$ cat config.mk
export PLATFORM = sky130hd
export DESIGN_NAME = hsj_back
export DESIGN_NICKNAME = d
export VERILOG_FILES = /design/src/rtl/hsj_pkg.sv /design/src/rtl/hsj_back.sv
export SDC_FILE = /design/constraint.sdc
export NUM_CORES = 2
export LEC_CHECK = 0
export ABC_AREA = 1
export BUFFER_PORTS_ARGS = -buffer_cell sky130_fd_sc_hd__buf_2
export CORE_ASPECT_RATIO = 0.75
export CORE_UTILIZATION = 35
export DETAILED_ROUTE_END_ITERATION = 10
export GPL_ROUTABILITY_DRIVEN = 0
export PLACE_DENSITY = 0.57
export SLEW_MARGIN = 20
export SYNTH_ARGS = -nofsm -noshare
export SYNTH_HDL_FRONTEND = slang
export SYNTH_SLANG_ARGS = --single-unit
$ cat constraint.sdc
create_clock -name clk -period 14.9 [get_ports clk]
set_input_delay 2.98 -clock clk [delete_from_list [all_inputs] [get_ports clk]]
set_output_delay 2.98 -clock clk [all_outputs]
set_load 0.01 [all_outputs]
$ cat src/rtl/hsj_pkg.sv
// hsj_pkg: shared widths, register codes and window types of the heat stencil step
// no dependencies; imported by every module of the block
package hsj_pkg;

  localparam int VALUE_W        = 32;
  localparam int GRID_SIZE_W    = 11;
  localparam int COEFF_W        = 15;
  localparam int CFG_INDEX_W    = 2;
  localparam int CFG_DATA_W     = 16;
  localparam int MAX_GRID_DEFAULT = 1024;
  localparam int MIN_GRID       = 3;
  localparam int QUEUE_DEPTH    = 4;

  localparam logic [GRID_SIZE_W-1:0] GRID_SIZE_RESET = GRID_SIZE_W'(128);
  localparam logic [COEFF_W-1:0]     COEFF_RESET     = COEFF_W'(15729);

  localparam logic [CFG_INDEX_W-1:0] REG_GRID_SIZE = CFG_INDEX_W'(0);
  localparam logic [CFG_INDEX_W-1:0] REG_COEFF     = CFG_INDEX_W'(1);

  typedef struct packed {
    logic border;
    logic last_row;
    logic done;
  } flags_t;

  // one 5-point window plus what the back end needs to shape the results
  typedef struct packed {
    logic signed [VALUE_W-1:0] c;
    logic signed [VALUE_W-1:0] l;
    logic signed [VALUE_W-1:0] r;
    logic signed [VALUE_W-1:0] u;
    logic signed [VALUE_W-1:0] d;
    flags_t                    flags;
  } window_t;

endpackage

$ cat src/rtl/hsj_back.sv
// hsj_back: stencil arithmetic pipeline and result register
// depends on hsj_pkg; pops windows from hsj_queue
module hsj_back (
  input  logic                               clk,
  input  logic                               rst,
  input  logic [hsj_pkg::COEFF_W-1:0]        coeff,
  input  logic                               q_valid,
  input  hsj_pkg::window_t                   q_data,
  output logic                               q_pop,
  output logic                               result_valid,
  input  logic                               result_stall,
  output logic signed [hsj_pkg::VALUE_W-1:0] new_value,
  output logic                               run_last,
  output logic                               grid_done
);
  import hsj_pkg::*;

  localparam int SUM_W   = VALUE_W + 4;
  localparam int PROD_W  = SUM_W + COEFF_W + 1;
  localparam int FRAC_W  = 16;
  localparam int DELTA_W = PROD_W - FRAC_W;
  localparam int RES_W   = DELTA_W + 1;

  logic                      p1_valid;
  logic signed [SUM_W-1:0]   p1_sum;
  logic signed [VALUE_W-1:0] p1_c;
  logic signed [VALUE_W-1:0] p1_d;
  flags_t                    p1_flags;

  logic                      p2_valid;
  logic signed [PROD_W-1:0]  p2_prod;
  logic signed [VALUE_W-1:0] p2_c;
  logic signed [VALUE_W-1:0] p2_d;
  flags_t                    p2_flags;

  logic                      p3_valid;
  logic signed [DELTA_W-1:0] p3_delta;
  logic signed [VALUE_W-1:0] p3_c;
  logic signed [VALUE_W-1:0] p3_d;
  flags_t                    p3_flags;

  logic                      out_second;
  logic signed [VALUE_W-1:0] hold_d;
  logic                      hold_done;

  logic                      result_accept;
  logic                      out_free;
  logic                      p3_load;
  logic                      p3_take;
  logic                      p2_take;
  logic                      p1_take;
  logic signed [PROD_W-1:0]  rounded;
  logic signed [RES_W-1:0]   res_wide;
  logic signed [VALUE_W-1:0] res_sat;
  logic signed [VALUE_W-1:0] first_value;

  always_comb begin
    result_accept = result_valid && !result_stall;
    out_free      = !result_valid || (result_accept && !out_second);
    p3_load       = p3_valid && out_free;
    p3_take       = !p3_valid || p3_load;
    p2_take       = !p2_valid || (p3_take);
    p1_take       = !p1_valid || (p2_take);
    q_pop         = q_valid && p1_take;
  end

  always_ff @(posedge clk) begin
    if (rst) begin
      p1_valid <= 1'b0;
      p2_valid <= 1'b0;
      p3_valid <= 1'b0;
    end else begin
      if (p1_take) begin
        p1_valid <= q_valid;
      end
      if (p2_take) begin
        p2_valid <= p1_valid;
      end
      if (p3_take) begin
        p3_valid <= p2_valid;
      end
    end
  end

  // laplacian sum stays exact
  always_ff @(posedge clk) begin
    if (q_pop) begin
      p1_sum <= SUM_W'(q_data.l) + SUM_W'(q_data.r) + SUM_W'(q_data.u)
              + SUM_W'(q_data.d) - (SUM_W'(q_data.c) <<< 2);
      p1_c     <= q_data.c;
      p1_d     <= q_data.d;
      p1_flags <= q_data.flags;
    end
  end

  always_ff @(posedge clk) begin
    if (p1_valid && p2_take) begin
      p2_prod  <= PROD_W'(p1_sum) * PROD_W'($signed({1'b0, coeff}));
      p2_c     <= p1_c;
      p2_d     <= p1_d;
      p2_flags <= p1_flags;
    end
  end

  // round half up, then floor to q16.16
  assign rounded = p2_prod + PROD_W'(1 << (FRAC_W - 1));

  always_ff @(posedge clk) begin
    if (p2_valid && p3_take) begin
      p3_delta <= rounded[PROD_W-1:FRAC_W];
      p3_c     <= p2_c;
      p3_d     <= p2_d;
      p3_flags <= p2_flags;
    end
  end

  always_comb begin
    res_wide = RES_W'(p3_c) + RES_W'(p3_delta);
    if (res_wide[RES_W-1:VALUE_W-1] == '0 || res_wide[RES_W-1:VALUE_W-1] == '1) begin
      res_sat = res_wide[VALUE_W-1:0];
    end else if (res_wide[RES_W-1]) begin
      res_sat = {1'b1, {(VALUE_W-1){1'b0}}};
    end else begin
      res_sat = {1'b0, {(VALUE_W-1){1'b1}}};
    end
    first_value = p3_flags.border ? p3_c : res_sat;
  end

  always_ff @(posedge clk) begin
    if (rst) begin
      result_valid <= 1'b0;
      out_second   <= 1'b0;
    end else if (result_accept && out_second) begin
      out_second <= 1'b0;
    end else if (out_free) begin
      result_valid <= p3_valid;
      out_second   <= p3_valid && p3_flags.last_row;
    end
  end

  // last-row cells give their first result, then the passed-through border cell
  always_ff @(posedge clk) begin
    if (result_accept && out_second) begin
      new_value <= hold_d;
      run_last  <= 1'b1;
      grid_done <= hold_done;
    end else if (p3_load) begin
      new_value <= first_value;
      run_last  <= !p3_flags.last_row;
      grid_done <= 1'b0;
      hold_d    <= p3_d;
      hold_done <= p3_flags.done;
    end
  end

endmodule

-- After elaboration in Yosys (flattened, before gate mapping)
Index checks and enable logic that the tools add are counted.
- register bits after elaboration: 397
- input port bits: 182
- output and inout port bits: 36
- $add $sub $neg: 6
- $mul: 1
- eq/ne operators: 1
- multiplexer cells: 7
- bitwise operators: 1
- reduce and logical (&&, ||, !) cells: 25
- operators with widths (operator ; count):
    $mux 32 ; 5
    $add 52x17->52 const B ; 1
    $mul 36x16->52 ; 1
    $add 32x36->37 ; 1
    $sub 35x34->36 ; 1
    $add 34x32->35 ; 1
    $add 33x32->34 ; 1
    $add 32x32->33 ; 1
    $logic_and 1x1->1 ; 8
    $logic_not 1->1 ; 7
    $eq 6x6->1 const B ; 1
    $logic_not 6->1 ; 1
    $logic_or 1x1->1 ; 5
    $reduce_and 2->1 ; 2
    $mux 1 ; 2
    $reduce_bool 2->1 ; 1
    $reduce_or 2->1 ; 1
    $not 1->1 ; 1

-- Depth between registers and ports, before layout
- depth after elaboration: 9
- mapped depth: 31
- depth with buffers taken out: 29

-- Least setup slack after synthesis
OpenSTA, ideal clock, no wires.
- path kind: input -> output
- start: input port result_stall
- end: output port q_pop
- arrival: 7.906 ns
- required time: 11.920 ns
- path slack: 4.014 ns
- stages on the path: 9
- buffers on the path: 0
- cells stage by stage: inv_1 > a21oi_1 > inv_1 > nor2_1 > inv_1 > nor2_1 > inv_1 > nor2_1 > nor2_1
- cells in the longest elaborated chain, start to end: 9
- ends and longest elaborated chain (what ; RTL line ; source):
    start: declaration ; hsj_back.sv:11 ; input logic result_stall,
    $logic_not 1->1 ; hsj_back.sv:58 ; result_accept = result_valid && !result_stall;
    $logic_and 1x1->1 ; hsj_back.sv:58 ;
    $logic_and 1x1->1 ; hsj_back.sv:59 ; out_free = !result_valid || (result_accept && !out_second);
    $logic_or 1x1->1 ; hsj_back.sv:59 ;
    $logic_and 1x1->1 ; hsj_back.sv:60 ; p3_load = p3_valid && out_free;
    $logic_or 1x1->1 ; hsj_back.sv:61 ; p3_take = !p3_valid || p3_load;
    $logic_or 1x1->1 ; hsj_back.sv:62 ; p2_take = !p2_valid || (p3_take);
    $logic_or 1x1->1 ; hsj_back.sv:63 ; p1_take = !p1_valid || (p2_take);
    $logic_and 1x1->1 ; hsj_back.sv:64 ; q_pop = q_valid && p1_take;
    end: declaration ; hsj_back.sv:9 ; output logic q_pop,
No other way between the ends.

-- Final worst setup path
- start: input port coeff[2] (netlist name)
- end: register p2_prod[47] (data pin)
- cells in the longest elaborated chain, start to end: 1
- ends and longest elaborated chain (what ; RTL line ; source):
    start: declaration ; hsj_back.sv:6 ; input logic [hsj_pkg::COEFF_W-1:0] coeff,
    $mul 36x16->52 ; hsj_back.sv:98 ; p2_prod <= PROD_W'(p1_sum) * PROD_W'($signed({1'b0, coeff}));
    end signal: assignment ; hsj_back.sv:98 ;
    end: declaration ; hsj_back.sv:31 ; logic signed [PROD_W-1:0] p2_prod;
No other way between the ends.
A chain may end at the register's enable or synchronous reset.

==> reports/summary.txt <==
Status -> finished, final reports clean
F_max -> 112 MHz
Vias per inst -> 4.71
Synth cell types -> 54
Asr flop ratio synth -> 0%
Hold crit path type -> reg2reg
Critical Path Start -> coeff[2]
Top Layer Used -> met5
CTS root buffer -> clkbuf_16
Clock slew at reported path FFs -> 0.07 ns
Routed wire length -> 105000 um
Worst slew pin tran -> 1.08 ns
Cts repair resizes -> 0
Core box area -> 0.111 mm2
Ys Warns -> 0
Mux cell area share after synthesis -> 0%
Slew HR -> 27.2%
Commonest non-fill, non-tap cell in the layout -> nand2_1
Die H -> 292 um
Final Max Slew Viols -> 0
Synth Area in XOR/XNOR -> 3.01%
Prevailing post-synth register cell -> edfxtp_1
Post-Synth Adder-Cell Area -> 37.1%
Clock sink count -> 382
DR iter-0 viols -> 2133
Area of the multi-input gates -> 0.0234 mm2
Register area share after synthesis -> 29.1%
Critical Path RT -> 15.20 ns
Synth area leaders -> fa_1, edfxtp_1, nand2_1
Final min period -> 8.91 ns
Final setup fails -> 0
Final #Nets -> 5390
Mapped Nets -> 5229
Critical path class -> in2reg
Routed Antenna Nets -> 0
Initial antenna violation count -> 3
Worst setup path endpoint -> p2_prod[47]
Reg2Reg Depth -> 20
Post-synth EDFFs -> 376
Total track usage -> 18.9%
# DRC -> 0
Final Cycle Share -> 59.8%
Commonest non-fill, non-tap cells in the layout -> nand2_1, inv_1, fa_1
Met3 WL -> 7690 um
Clock Tree Buf Depth -> 3
Post-synth top area share -> 30.9%
Setup Skew -> 0.0228 ns
Layout cells sized above 1 -> 8.08%
Setup bufs post-CTS -> 0
Post-Syn Instances -> 4247
Vias in the first global route -> 28159
Worst-skew pair later-pin latency -> 0.56 ns
CP arrival -> 9.20 ns
CTS Hold Bufs -> 0
First-pass GRT wire length -> 165000 um
Synth Register Bits -> 382
RSZ-0062 raised after global routing -> false
Post-DP HPWL -> 84300 um
Worst R2R Setup Slack -> 8.15 ns
Pin count of the biggest net entering global routing -> 67
Final Hold Vio Count -> 0
Drt first pass iters -> 5
Starting Density -> 35.3%
Met2 Wirelength -> 44300 um
PortBufs -> 217
Syn Std Cell Area -> 0.0393 mm2
Simple-gate share of the synthesized area -> 15.1%
DR WL/cell -> 17.8 um
Die W -> 389 um
Met1 wire length -> 51300 um
Via Count -> 27776
CTS tree -> done
Synth area leader -> fa_1
TritonCTS buffer count -> 35
Row count -> 106
Htree depth -> 2
# fillers -> 11120
Combinational family with the most area after synthesis -> adder cells
Max-Cap Viols -> 0
Worst r2r src -> p1_sum[11]
Die area -> 0.114 mm2
Synth Area in Compound Gates -> 4.26%
GRT Residual Overflow -> 0
CP startpoint kind -> primary input
FF-to-FF End -> p2_prod[47]
CP max FO -> 36
Critical path endpoint category -> register
Avg Synthesized Cell Area -> 9.25 um2
Hold path startpoint -> p1_d[24]
Register area -> 0.0114 mm2
Area growth syn-to-layout -> 9.27%
Ports -> 218
TNS Setup -> 0 ns
[per-layer routing]
| layer | track usage, % | up-vias |
|---|---|---|
| li1 | - | 13052 |
| met1 | 29.1 | 13758 |
| met2 | 27.9 | 866 |
| met3 | 3.48 | 94 |
| met4 | 2.59 | 6 |
| met5 | 0 | - |
[cell families (layout without fill, tap and decap cells)]
group                      count (synthesis)  in the layout
xor gates and xnor gates                 135            135
DFF                                      382            382
buffers and inverters                   1172           1358
AOI/OAI and AO/OA                        293            293
other                                      0              1
adders and majority gates                800            800
and+or+nand+nor                         1465           1465
[flip-flops by register name, indices dropped and copies added (netlist names), 32 cells and up]
register,flops
new_value,32
p3_d,32
hold_d,32
p2_d,32
p3_c,32
p2_c,32
p1_sum,36
p1_c,32
p1_d,32
p3_delta,36
p2_prod,37
[critical path: stages]
cell and delay [ns]:
buf_2 0.72, nand2_1 0.19, fa_1 0.54, fa_1 0.52
fa_1 0.52, inv_1 0.06, fa_1 0.48, fa_1 0.49
inv_1 0.05, fa_1 0.55, inv_1 0.06, ha_1 0.37
a21o_1 0.21, a31oi_1 0.42, o21ai_0 0.22, a311oi_1 0.29
nand2_1 0.17, nand2_1 0.18, nand2_1 0.07, nand2_1 0.06
nand2_1 0.05
[synth_stat cells (4+ instances only)]
cell type / instances
a21oi_1: 152
fa_1: 607
nand2_1: 1079
o21bai_1: 12
nand3_2: 11
nand3_1: 51
clkbuf_1: 100
inv_1: 1058
xnor2_1: 42
dfxtp_1: 6
ha_1: 193
nor2_1: 226
nor2_2: 8
nor4_1: 18
nor3_1: 16
o21a_1: 10
buf_6: 4
nand2_2: 24
edfxtp_1: 376
xor2_1: 93
a21o_1: 8
o21ai_0: 58
nor2_4: 6
o21ai_1: 5
a31oi_1: 21
nand4_1: 9
[how the worst min path moves through the flow]
stage | end | slack, ns | depth (start not counted)
2_1_floorplan | hold_d[0] | 0.40 | 0
5_1_grt | hold_d[28] | 0.42 | 0
3_3_place_gp | p2_d[28] | 0.40 | 0
6_report | p2_d[24] | 0.41 | 0
4_1_cts | p2_d[24] | 0.41 | 0
3_5_place_dp | hold_d[12] | 0.40 | 0
[metrics by stage]
step | setup slack, ns | area, um2 | hold WS (ns) | cells | util (%)
5_1_grt | 5.61 | 42900 | 0.420 | 5891 | 38.5
2_1_floorplan | 4.01 | 39300 | 0.400 | 4247 | -
3_5_place_dp | 5.56 | 41900 | 0.405 | 5829 | 37.6
6_report | 5.99 | 42900 | 0.409 | 5892 | 38.5
4_1_cts | 6.12 | 42900 | 0.408 | 5891 | 38.5
3_3_place_gp | 5.65 | 41800 | 0.401 | 5828 | 37.6
[cell type report]
class	instances	share of cell area, %
Clock buffer	41	2.14
Antenna cell	1	0.00583
Sequential cell	382	26.6
Timing Repair Buffer	236	2.89
Tap cell	1458	4.25
Inverter	1060	9.28
Clock inverter	21	0.321
Multi-Input combinational cell	2693	54.5
Power is left out: the tool's default activity adds up to more than one toggle a clock period on the data nets, which glitch-free logic cannot reach.
